[src/arpc_pkg.sv]
// Shared types and constants for the ARP cache responder.
// No dependencies; used by every module in src.
package arpc_pkg;

    localparam logic [15:0] ETH_ARP = 16'h0806;
    localparam logic [15:0] OP_REQ  = 16'd1;
    localparam logic [15:0] OP_REP  = 16'd2;

    localparam logic [1:0] REQ_FRAME  = 2'd0;
    localparam logic [1:0] REQ_LOOKUP = 2'd1;
    localparam logic [1:0] REQ_REMOVE = 2'd2;

    localparam logic [1:0] ST_DONE    = 2'd0;
    localparam logic [1:0] ST_RM_MISS = 2'd1;
    localparam logic [1:0] ST_FULL    = 2'd2;
    localparam logic [1:0] ST_IGNORED = 2'd3;

    localparam int          CFG_IDX_W     = 2;
    localparam logic [1:0]  CFG_LOCAL_IP  = 2'd0;
    localparam logic [1:0]  CFG_LOCAL_MAC = 2'd1;

    localparam logic [7:0]  BCAST_BYTE = 8'hFF;
    localparam logic [47:0] BCAST_MAC  = {6{BCAST_BYTE}};

    typedef struct packed {
        logic [1:0]  req_type;
        logic [15:0] frame_type;
        logic [15:0] arp_oper;
        logic [47:0] sender_mac;
        logic [31:0] sender_ip;
        logic [31:0] target_ip;
        logic [31:0] query_ip;
    } cmd_t;

    typedef struct packed {
        logic        reply_valid;
        logic [47:0] reply_dst_mac;
        logic [47:0] reply_src_mac;
        logic [15:0] reply_op;
        logic [31:0] reply_sender_ip;
        logic [31:0] reply_target_ip;
        logic        lookup_hit;
        logic [47:0] lookup_mac;
        logic [1:0]  status;
    } result_t;

    typedef enum logic [2:0] {
        K_IGNORE = 3'd0,
        K_ARP_REQ = 3'd1,
        K_ARP_REP = 3'd2,
        K_LOOKUP = 3'd3,
        K_REMOVE = 3'd4
    } kind_t;

    // classified item handed from front to back
    typedef struct packed {
        kind_t       kind;
        logic [31:0] key_ip;   // cache key: sender IP or query IP
        logic [31:0] aux_ip;   // request target IP, for replies
        logic [47:0] mac;
    } task_t;

endpackage

[src/arpc_front.sv]
// Front end: classifies an accepted item into a cache task.
// Depends on arpc_pkg.
module arpc_front (
    input  arpc_pkg::cmd_t  cmd,
    input  logic [31:0]     local_ip,
    output arpc_pkg::task_t tsk
);

    logic for_us;

    assign for_us = (cmd.frame_type == arpc_pkg::ETH_ARP) && (cmd.target_ip == local_ip);

    always_comb
    begin
        tsk.kind   = arpc_pkg::K_IGNORE;
        tsk.key_ip = cmd.query_ip;
        tsk.aux_ip = cmd.target_ip;
        tsk.mac    = cmd.sender_mac;
        unique case (cmd.req_type)
            arpc_pkg::REQ_FRAME:
            begin
                tsk.key_ip = cmd.sender_ip;
                if (for_us && cmd.arp_oper == arpc_pkg::OP_REQ)
                    tsk.kind = arpc_pkg::K_ARP_REQ;
                else if (for_us && cmd.arp_oper == arpc_pkg::OP_REP)
                    tsk.kind = arpc_pkg::K_ARP_REP;
            end
            arpc_pkg::REQ_LOOKUP: tsk.kind = arpc_pkg::K_LOOKUP;
            arpc_pkg::REQ_REMOVE: tsk.kind = arpc_pkg::K_REMOVE;
            default:              tsk.kind = arpc_pkg::K_IGNORE;
        endcase
    end

endmodule

[src/arpc_fifo.sv]
// Two-entry queue between front and back.
// Depends on arpc_pkg.
module arpc_fifo (
    input  logic            clk,
    input  logic            rst_n,
    input  logic            push,
    input  arpc_pkg::task_t wdata,
    input  logic            pop,
    output arpc_pkg::task_t rdata,
    output logic            not_empty,
    output logic            full
);

    arpc_pkg::task_t mem_reg [2];
    logic            wr_ptr_reg, rd_ptr_reg;
    logic [1:0]      count_reg, count_next;

    assign not_empty = (count_reg != 2'd0);
    assign full      = (count_reg == 2'd2);
    assign rdata     = mem_reg[rd_ptr_reg];

    always_comb
    begin
        count_next = count_reg;
        if (push && !pop)
            count_next = count_reg + 2'd1;
        else if (pop && !push)
            count_next = count_reg - 2'd1;
    end

    always_ff @(posedge clk or negedge rst_n)
    begin
        if (!rst_n)
        begin
            wr_ptr_reg <= 1'b0;
            rd_ptr_reg <= 1'b0;
            count_reg  <= 2'd0;
        end
        else
        begin
            count_reg <= count_next;
            if (push)
                wr_ptr_reg <= ~wr_ptr_reg;
            if (pop)
                rd_ptr_reg <= ~rd_ptr_reg;
        end
    end

    always_ff @(posedge clk)
    begin
        if (push)
            mem_reg[wr_ptr_reg] <= wdata;
    end

endmodule

[src/arpc_back.sv]
// Back end: register CAM holding the IP-to-MAC cache; executes one task
// a cycle and registers the result. Depends on arpc_pkg.
module arpc_back #(
    parameter int TABLE_ENTRIES = 16
) (
    input  logic              clk,
    input  logic              rst_n,
    input  logic              go,
    input  arpc_pkg::task_t   tsk,
    input  logic [47:0]       local_mac,
    output logic              done,
    output arpc_pkg::result_t result
);

    localparam int IDX_W = (TABLE_ENTRIES > 1) ? $clog2(TABLE_ENTRIES) : 1;

    logic [TABLE_ENTRIES-1:0] valid_reg, valid_next;
    logic [31:0]              ip_reg  [TABLE_ENTRIES];
    logic [47:0]              mac_reg [TABLE_ENTRIES];
    logic [TABLE_ENTRIES-1:0] match;
    logic [IDX_W-1:0]         hit_idx, free_idx;
    logic                     hit, tbl_full, do_insert;
    arpc_pkg::result_t        res_next;
    logic                     done_reg;
    arpc_pkg::result_t        result_reg;

    always_comb
    begin
        hit_idx  = '0;
        free_idx = '0;
        for (int i = TABLE_ENTRIES - 1; i >= 0; i--)
        begin
            match[i] = valid_reg[i] && (ip_reg[i] == tsk.key_ip);
            if (match[i])
                hit_idx = IDX_W'(i);
            if (!valid_reg[i])
                free_idx = IDX_W'(i);
        end
    end

    assign hit      = |match;
    assign tbl_full = &valid_reg;

    always_comb
    begin
        res_next        = '0;
        res_next.status = arpc_pkg::ST_IGNORED;
        valid_next      = valid_reg;
        do_insert       = 1'b0;
        case (tsk.kind)
            arpc_pkg::K_ARP_REQ:
            begin
                res_next.reply_valid     = 1'b1;
                res_next.reply_dst_mac   = tsk.mac;
                res_next.reply_src_mac   = local_mac;
                res_next.reply_op        = arpc_pkg::OP_REP;
                res_next.reply_sender_ip = tsk.aux_ip;
                res_next.reply_target_ip = tsk.key_ip;
                res_next.status          = arpc_pkg::ST_DONE;
            end
            arpc_pkg::K_ARP_REP:
            begin
                // already cached: entry left as is
                res_next.status = arpc_pkg::ST_DONE;
                if (!hit && tbl_full)
                    res_next.status = arpc_pkg::ST_FULL;
                else if (!hit)
                begin
                    do_insert            = 1'b1;
                    valid_next[free_idx] = 1'b1;
                end
            end
            arpc_pkg::K_LOOKUP:
            begin
                res_next.lookup_hit = hit;
                res_next.lookup_mac = hit ? mac_reg[hit_idx] : arpc_pkg::BCAST_MAC;
                res_next.status     = arpc_pkg::ST_DONE;
            end
            arpc_pkg::K_REMOVE:
            begin
                if (hit)
                begin
                    valid_next[hit_idx] = 1'b0;
                    res_next.status     = arpc_pkg::ST_DONE;
                end
                else
                    res_next.status = arpc_pkg::ST_RM_MISS;
            end
            default: res_next.status = arpc_pkg::ST_IGNORED;
        endcase
    end

    always_ff @(posedge clk or negedge rst_n)
    begin
        if (!rst_n)
        begin
            valid_reg <= '0;
            done_reg  <= 1'b0;
        end
        else
        begin
            done_reg <= go;
            if (go)
                valid_reg <= valid_next;
        end
    end

    always_ff @(posedge clk)
    begin
        if (go)
            result_reg <= res_next;
        if (go && do_insert)
        begin
            ip_reg[free_idx]  <= tsk.key_ip;
            mac_reg[free_idx] <= tsk.mac;
        end
    end

    assign done   = done_reg;
    assign result = result_reg;

endmodule

[src/arp_cache_responder.sv]
// Top level of the ARP cache responder: config registers, front, queue, back.
// Depends on arpc_pkg, arpc_front, arpc_fifo, arpc_back.
//
// Usage:
//   Command channel: drive cmd and raise start; the item is taken at a clock
//   edge where start is high and busy is low. busy is high while the two-entry
//   queue is full.
//   Result channel: every item yields exactly one result, shown on result for
//   one cycle with done high. Results come out in item order.
//   Each item passes through the queue and then the back end's result register.
//   Throughput: one item per cycle, set by the parallel compare over all cache
//   entries in the back end.
//   Config: cfg_valid/cfg_ready write local_ip (index 0) or local_mac
//   (index 1); cfg_ready is always high. Write only while no item is in flight.
//   Reset: clears the config registers, the queue and all cache valid bits,
//   so the table is empty at once. The receiver cannot stall: done is a
//   strobe and results are never held.
module arp_cache_responder #(
    parameter int TABLE_ENTRIES = 16
) (
    input  logic                            clk,
    input  logic                            rst_n,
    input  logic                            start,
    output logic                            busy,
    input  arpc_pkg::cmd_t                  cmd,
    output logic                            done,
    output arpc_pkg::result_t               result,
    input  logic                            cfg_valid,
    output logic                            cfg_ready,
    input  logic [arpc_pkg::CFG_IDX_W-1:0]  cfg_index,
    input  logic [47:0]                     cfg_data
);

    logic [31:0]     local_ip_reg;
    logic [47:0]     local_mac_reg;
    arpc_pkg::task_t f_task, q_task;
    logic            q_valid, q_full, accept;

    assign cfg_ready = 1'b1;
    assign busy      = q_full;
    assign accept    = start && !busy;

    always_ff @(posedge clk or negedge rst_n)
    begin
        if (!rst_n)
        begin
            local_ip_reg  <= '0;
            local_mac_reg <= '0;
        end
        else if (cfg_valid)
        begin
            unique case (cfg_index)
                arpc_pkg::CFG_LOCAL_IP:  local_ip_reg  <= cfg_data[31:0];
                arpc_pkg::CFG_LOCAL_MAC: local_mac_reg <= cfg_data;
                default: ;
            endcase
        end
    end

    arpc_front u_front (
        .cmd      (cmd),
        .local_ip (local_ip_reg),
        .tsk      (f_task)
    );

    arpc_fifo u_fifo (
        .clk       (clk),
        .rst_n     (rst_n),
        .push      (accept),
        .wdata     (f_task),
        .pop       (q_valid),
        .rdata     (q_task),
        .not_empty (q_valid),
        .full      (q_full)
    );

    arpc_back #(
        .TABLE_ENTRIES (TABLE_ENTRIES)
    ) u_back (
        .clk       (clk),
        .rst_n     (rst_n),
        .go        (q_valid),
        .tsk       (q_task),
        .local_mac (local_mac_reg),
        .done      (done),
        .result    (result)
    );

`ifndef SYNTHESIS
    a_push_lands: assert property (@(posedge clk) disable iff (!rst_n)
        accept |=> q_valid)
        else $error("accepted item missing from queue");

    a_reply_ok: assert property (@(posedge clk) disable iff (!rst_n)
        done && result.reply_valid |-> result.status == arpc_pkg::ST_DONE)
        else $error("reply with non-done status");

    a_hit_ok: assert property (@(posedge clk) disable iff (!rst_n)
        done && result.lookup_hit |-> result.status == arpc_pkg::ST_DONE && !result.reply_valid)
        else $error("lookup hit with bad status");
`endif

endmodule
[config.mk]
export PLATFORM = sky130hd
export DESIGN_NAME = arp_cache_responder
export DESIGN_NICKNAME = d
export VERILOG_FILES = /design/src/arpc_pkg.sv /design/src/arpc_front.sv /design/src/arpc_fifo.sv /design/src/arpc_back.sv /design/src/arp_cache_responder.sv
export SDC_FILE = /design/constraint.sdc
export NUM_CORES = 2
export LEC_CHECK = 0
export BUFFER_PORTS_ARGS = -buffer_cell sky130_fd_sc_hd__clkbuf_2
export CORE_MARGIN = 2
export CORE_UTILIZATION = 59
export DETAILED_ROUTE_END_ITERATION = 8
export PLACE_DENSITY = 0.78
export SETUP_SLACK_MARGIN = 0.2
export SYNTH_ARGS = -nofsm -noshare
export SYNTH_HDL_FRONTEND = slang
export SYNTH_SLANG_ARGS = --single-unit
export TNS_END_PERCENT = 1
[constraint.sdc]
create_clock -name clk -period 15.2 [get_ports clk]
set_input_delay 0.76 -clock clk [delete_from_list [all_inputs] [get_ports clk]]
set_output_delay 0.76 -clock clk [all_outputs]
set_load 0.1 [all_outputs]
## Yosys cells after proc, flatten, opt, wreduce, memory -nomap -nowiden

Memory sizes are Yosys's and may differ from the RTL's.
Cells that the tools add are included.

- Add/subtract/negate cells: 2
- $lt $le $gt $ge: 4
- Eq/ne operators: 31
- Multiplexer cells: 58
- Bitwise logic cells: 5
- Reductions and logical operators: 41

Operators with widths:

| operator | count |
|---|---|
| 32-bit equality test | 17 |
| 177-bit 2-to-1 mux | 1 |
| 4-bit 2-to-1 mux | 32 |
| 16-bit 2-to-1 mux | 3 |
| 48-bit 2-to-1 mux | 1 |
| 32-bit 2-to-1 mux | 1 |
| 16-bit one-hot mux with 2 select lines | 1 |
| 1-bit logical AND | 26 |
| 16-bit AND | 1 |
| 16-bit by 1-bit equality test with 1-bit output, second input constant | 1 |
| 16-bit by 12-bit equality test with 1-bit output, second input constant | 1 |
| 16-bit by 2-bit equality test with 1-bit output, second input constant | 1 |
| 16-bit inverter | 1 |
| 16-bit OR | 1 |
| 16-bit AND reduction | 1 |
| 16-bit OR reduction | 1 |
| 4-bit by 5-bit < comparator with 1-bit output, second input constant | 2 |
| 1-bit 2-to-1 mux | 10 |
| 2-bit 2-to-1 mux | 5 |
| 3-bit one-hot mux with 3 select lines | 1 |
| 1-bit demux with 4-bit select | 2 |
| 4-bit by 1-bit greater-or-equal comparator with 1-bit output, second input constant | 2 |
| 3-bit by 2-bit equality test with 1-bit output, second input constant | 2 |
| 2-bit one-hot mux with 3 select lines | 1 |
| 15 further kinds | 26 |

- Register bits: 329
- Memory bits (writable): 1510
- Bits of input ports: 232
- Logic and storage cells: 160
- Memories kept: 3

Memory list:

| memory | depth | bits a word | read ports | clocked after memory_dff | write ports | line | RTL |
|---|---|---|---|---|---|---|---|
| u_back.mac_reg | 16 | 48 | 1 | 0 | 1 | arpc_back.sv:19 | `logic [47:0] mac_reg [TABLE_ENTRIES];` |
| u_back.ip_reg | 16 | 32 | 16 | 0 | 1 | arpc_back.sv:18 | `logic [31:0] ip_reg [TABLE_ENTRIES];` |
| u_fifo.mem_reg | 2 | 115 | 1 | 0 | 1 | arpc_fifo.sv:14 | `arpc_pkg::task_t mem_reg [2];` |

## Depth between registers and ports, before layout

An unclocked memory read counts as a cell.

- Depth after elaboration: 27
- Depth in mapped cells: 21
- Gate-level depth less buffers: 14

## Modules after synthesis

A second synthesis with hierarchy kept.

- Cell total of the unflattened synthesis: 4602
- Area total of the unflattened synthesis: 75393.6 µm²

Modules (own cells, without submodules):

| module | instances | cells an instance | area each (µm²) |
|---|---|---|---|
| arpc_back | 1 | 3880 | 62224.7 |
| arpc_fifo | 1 | 374 | 8643.3 |
| arp_cache_responder | 1 | 173 | 3088.0 |
| arpc_front | 1 | 175 | 1437.6 |

## Worst setup path after synthesis

Ideal clock, no wire load.

- Kind: register to register
- Start: reg u_fifo.rd_ptr_reg
- End: mem u_back.ip_reg[5][0] (enable)
- Setup time: 0.520 ns
- Data arrival time: 6.572 ns
- Data required time: 14.680 ns
- Path slack: 8.107 ns
- Stages on the path, launching flop included: 17
- Path buffers: 5
- Period minus slack after synthesis: 7.093 ns
- Cells stage by stage: dfrtp_1 > buf_6 > buf_6 > mux2i_1 > buf_2 > buf_4 > xnor2_1 > nor3_1 > nand3_1 > nor3_1 > nor4_1 > and4_1 > clkbuf_1 > nand3_1 > nor2b_1 > nand2_1 > nor2_1

- Word-level cells in the longest chain between the ends: 11

RTL lines:

| element | line | RTL |
|---|---|---|
| start, declared | arpc_fifo.sv:15 | `logic wr_ptr_reg, rd_ptr_reg;` |
| start signal, assigned | arpc_fifo.sv:45 | `rd_ptr_reg <= ~rd_ptr_reg;` |
| memory read 2 x 115 bit (*) | - |  |
| 32-bit equality test | arpc_back.sv:33 | `match[i] = valid_reg[i] && (ip_reg[i] == tsk.key_ip);` |
| 1-bit logical AND | arpc_back.sv:33 |  |
| 16-bit OR reduction | arpc_back.sv:41 | `assign hit = \|match;` |
| 1-bit zero test | arpc_back.sv:65 | `if (!hit && tbl_full)` |
| 1-bit logical AND | arpc_back.sv:65 |  |
| 1-bit 2-to-1 mux | arpc_back.sv:65 |  |
| 1-bit 2-to-1 mux (*) | arpc_back.sv:50 | `case (tsk.kind)` |
| 1-bit logical AND (*) | arpc_back.sv:112 | `if (go && do_insert)` |
| 1-bit 2-to-1 mux (*) | arpc_back.sv:112 |  |
| 1-bit 2-to-1 mux (not written as such) (*) | arpc_back.sv:114 | `ip_reg[free_idx] <= tsk.key_ip;` |
| end, declared | arpc_back.sv:18 |  |

Mark *: on every way between the ends. The rest lies on a longest branch, timed or not.

## Worst setup path in the final report

- Start: reg u_fifo.rd_ptr_reg
- End: reg u_back.result_reg (netlist bit u_back.result[40]), data pin

- Word-level cells in the longest chain between the ends: 21

RTL lines:

| element | line | RTL |
|---|---|---|
| memory read 2 x 115 bit (*) | - |  |
| 32-bit equality test | arpc_back.sv:33 |  |
| 1-bit logical AND | arpc_back.sv:33 |  |
| 4-bit 2-to-1 mux (16 in a row) | arpc_back.sv:34 | `if (match[i])` |
| memory read 16 x 48 bit | - |  |
| 48-bit 2-to-1 mux | arpc_back.sv:76 | `res_next.lookup_mac = hit ? mac_reg[hit_idx] : arpc_pkg::BCAST_MAC;` |
| end signal, assigned | arpc_back.sv:111 | `result_reg <= res_next;` |
| end, declared | arpc_back.sv:25 | `arpc_pkg::result_t result_reg;` |

Marked as above.
A chain may end at the register's enable or synchronous reset.

==> results.cfg <==
[status]
status = finished with violations
violations = max-capacitance violations

[global_routing]
grt_antenna_before_repair = 15
grt_max_degree = 111
grt-ovfl-total = 0
gr-usage-all-layers = 0.355
grt_pass1_wl_mm = 323
grt_pass1_vias = 46879

[pwr]
total_power_mw = 16.7
seqPwrFrac = 0.414
pwr-share-comb = 0.323
netSwitchingFraction = 0.389
power_density_nw_per_um2 = 198
power.internal_mw = 10.2
p_leak_nw = 29.0
power_frac_clock = 0.263
ir_drop_mv = 0.230
switching_power_mw = 6.50

[sta]
hold_viol = 0
slew_headroom = 0.00424
fin_skew_ns = 0.0298
min_period_ns = 9.05
fmax_mhz = 110
finalCritPeriodShare = 0.596
setup_violations = 0
tightest_slew_ns = 1.49
setup_ws_ns = 6.15
tns_ns = 0
rsz0062_at_grt = false
drv_slew = 0

[logic_synthesis]
synthDominantCellAreaShare = 0.697
synth-seq-area-share = 0.731
synth_seq_cells = 1823
async_flop_share = 0.0554
synthFlopType = edfxtp_1
yosysWarnings = 0
synth_most_common_cell = edfxtp_1
synth_common_cells = edfxtp_1, xnor2_1, nor4_1
synth_cell_types = 92
synth-edff-count = 1722
synth_largest_area_cell = edfxtp_1
synth_area_um2 = 74200
synth_cells = 4749
synth_area_per_cell_um2 = 15.6
synth_top_cells_by_area = edfxtp_1, xnor2_1, dfrtp_1

[finish]
multi_input_area_um2 = 18900
nNetsFinal = 5484
syn_to_final_growth_pct = 14.0
fin_cells = 7048
largest_reg_flops = 768
nFillCells = 8306
regArea_um2 = 54200
drive_gt1_frac = 0.201
finish.utilization = 0.675

[setup_path]
startpoint_type = flip-flop
worstPathMaxFanout = 37
reg2reg_depth = 15
required_ns = 15.87
crit_path_end_kind = flip-flop
crit_type = flip-flop to flip-flop
crit_arrival_ns = 9.72

[placement]
placed_cells = 6721
place_congestion = 0.977
place_ws_ns = 6.52
post-dp-hpwl_mm = 134
io_buffers = 446

[floorplanning]
die-area_um2 = 129000
die_h_um = 359
coreArea_um2 = 125000
placementRows = 130
fp.dieW_um = 359
start_util = 0.592
io_pins = 463

[drt]
ant_nets = 0
wl_mm = 229
drt-wirelength-per-cell_um = 32.5
drtIter0Drc = 7940
via_per_inst = 6.78
vias = 47802
dr.pass1.iters = 9
drc_errors = 0

[clock_network]
insertion_delay_ns = 0.83
cts_tree = done
cts_root_buf = clkbuf_16
ctsResizeCount = 0
ctsLongestPathBuffers = 3
post-cts-setup-buffers = 0
clock_sinks = 1823
numCtsBuffers = 177
hold_buffers = 1
cts_max_level = 4
clk_pin_slew_ns = 0.06

[worst_hold_path]
hp-class = input port to flip-flop
worst_hold_path.num_cells = 1

[run]
maxCapViolations = 1
## through the flow
step                cell area (um2)  hold slack (ns)
finish                        84500            0.134
global route                  84500            0.102
CTS                           84500           0.0829
detailed placement            78700            0.485
global placement              78700            0.479
floorplan                     74200            0.461
## path summary, 6_finish.rpt
path / start / slack (ns) / end
setup / recovery: u_fifo.rd_ptr_reg / 6.15 / u_back.result[40]
hold / removal: cmd[133] / 0.13 / u_fifo.mem_reg[1][37]
setup reg to reg: u_fifo.rd_ptr_reg / 6.15 / u_back.result[40]
hold reg to reg: u_fifo.count_reg[1] / 0.49 / u_fifo.count_reg[1]
max in group asynchronous: rst_n / 13.33 / local_mac_reg[43]
min in group asynchronous: rst_n / 0.46 / local_mac_reg[4]
## final cells by class
type	instances	area share
Tap cell	1650	0.0244
Antenna cell	2	0.0000592
Multi-Input combinational cell	2600	0.224
Timing Repair Buffer	575	0.0380
Clock buffer	243	0.0583
Clock inverter	81	0.00984
Inverter	74	0.00338
Sequential cell	1823	0.642
## cell families (layout without fill, tap and decap cells)
| family | count (synthesis) | after routing | share of synthesized area |
|---|---|---|---|
| AOI/OAI and AO/OA | 677 | 677 | 0.0629 |
| DFF | 1823 | 1823 | 0.731 |
| adders and majority gates | 1 | 1 | 0.000169 |
| muxes | 289 | 289 | 0.0419 |
| xor gates and xnor gates | 549 | 549 | 0.0649 |
| other | 2 | 18 | 0.000101 |
| buffers and inverters | 340 | 973 | 0.0227 |
| and+or+nand+nor | 1068 | 1068 | 0.0761 |
## power by group through the flow
| stage | clock [mW] | combinational, mW | sequential (mW) |
|---|---|---|---|
| after floorplan | 0 | 2.03 | 8.55 |
| after global placement | 0 | 5.20 | 6.99 |
| after detailed placement | 0 | 5.25 | 7.01 |
| after CTS | 4.40 | 5.27 | 6.92 |
| after global routing | 4.59 | 5.51 | 6.96 |
| final | 4.39 | 5.39 | 6.92 |
## worst max-delay path, cell delays in order, from the launching register on
cell,delay (ns)
dfrtp_4,0.78
buf_4,0.97
mux2i_4,1.26
xnor2_1,0.19
nor4_1,0.23
nand3b_1,0.10
nor3_1,0.69
a211oi_2,0.09
o31ai_1,0.66
a211oi_2,0.28
o21ai_4,0.75
buf_4,0.60
nand3_1,0.60
nor2_1,1.10
a222oi_1,0.28
a31oi_1,0.20
## placed cells by master, fill, tap and decap left out, drive strengths merged, types with 16 or more instances in the layout
cell and n:
conb 16, and2 17, o211ai 25, a22o 21
a221oi 31, nand3 81, o21ai 161, dfrtp 101
nor4 232, a2111oi 32, mux2i 125, nor2 223
xor2 26, nand2 175, clkbuf 688, mux2 164
nand4 58, o22ai 31, inv 79, buf 129
and3 129, a22oi 52, clkinv 58, a31oi 40
a211oi 35, a21oi 111, edfxtp 1722, nor3 68
xnor2 523
## metal layers
metal | global-route usage | up-vias | share of wire
li1 | - | 19319 | -
met1 | 0.484 | 23598 | 0.36
met2 | 0.530 | 4136 | 0.44
met3 | 0.106 | 739 | 0.15
met4 | 0.166 | 10 | 0.050
met5 | 0.00370 | - | 0.00055
(Power assumes the default switching activity.)
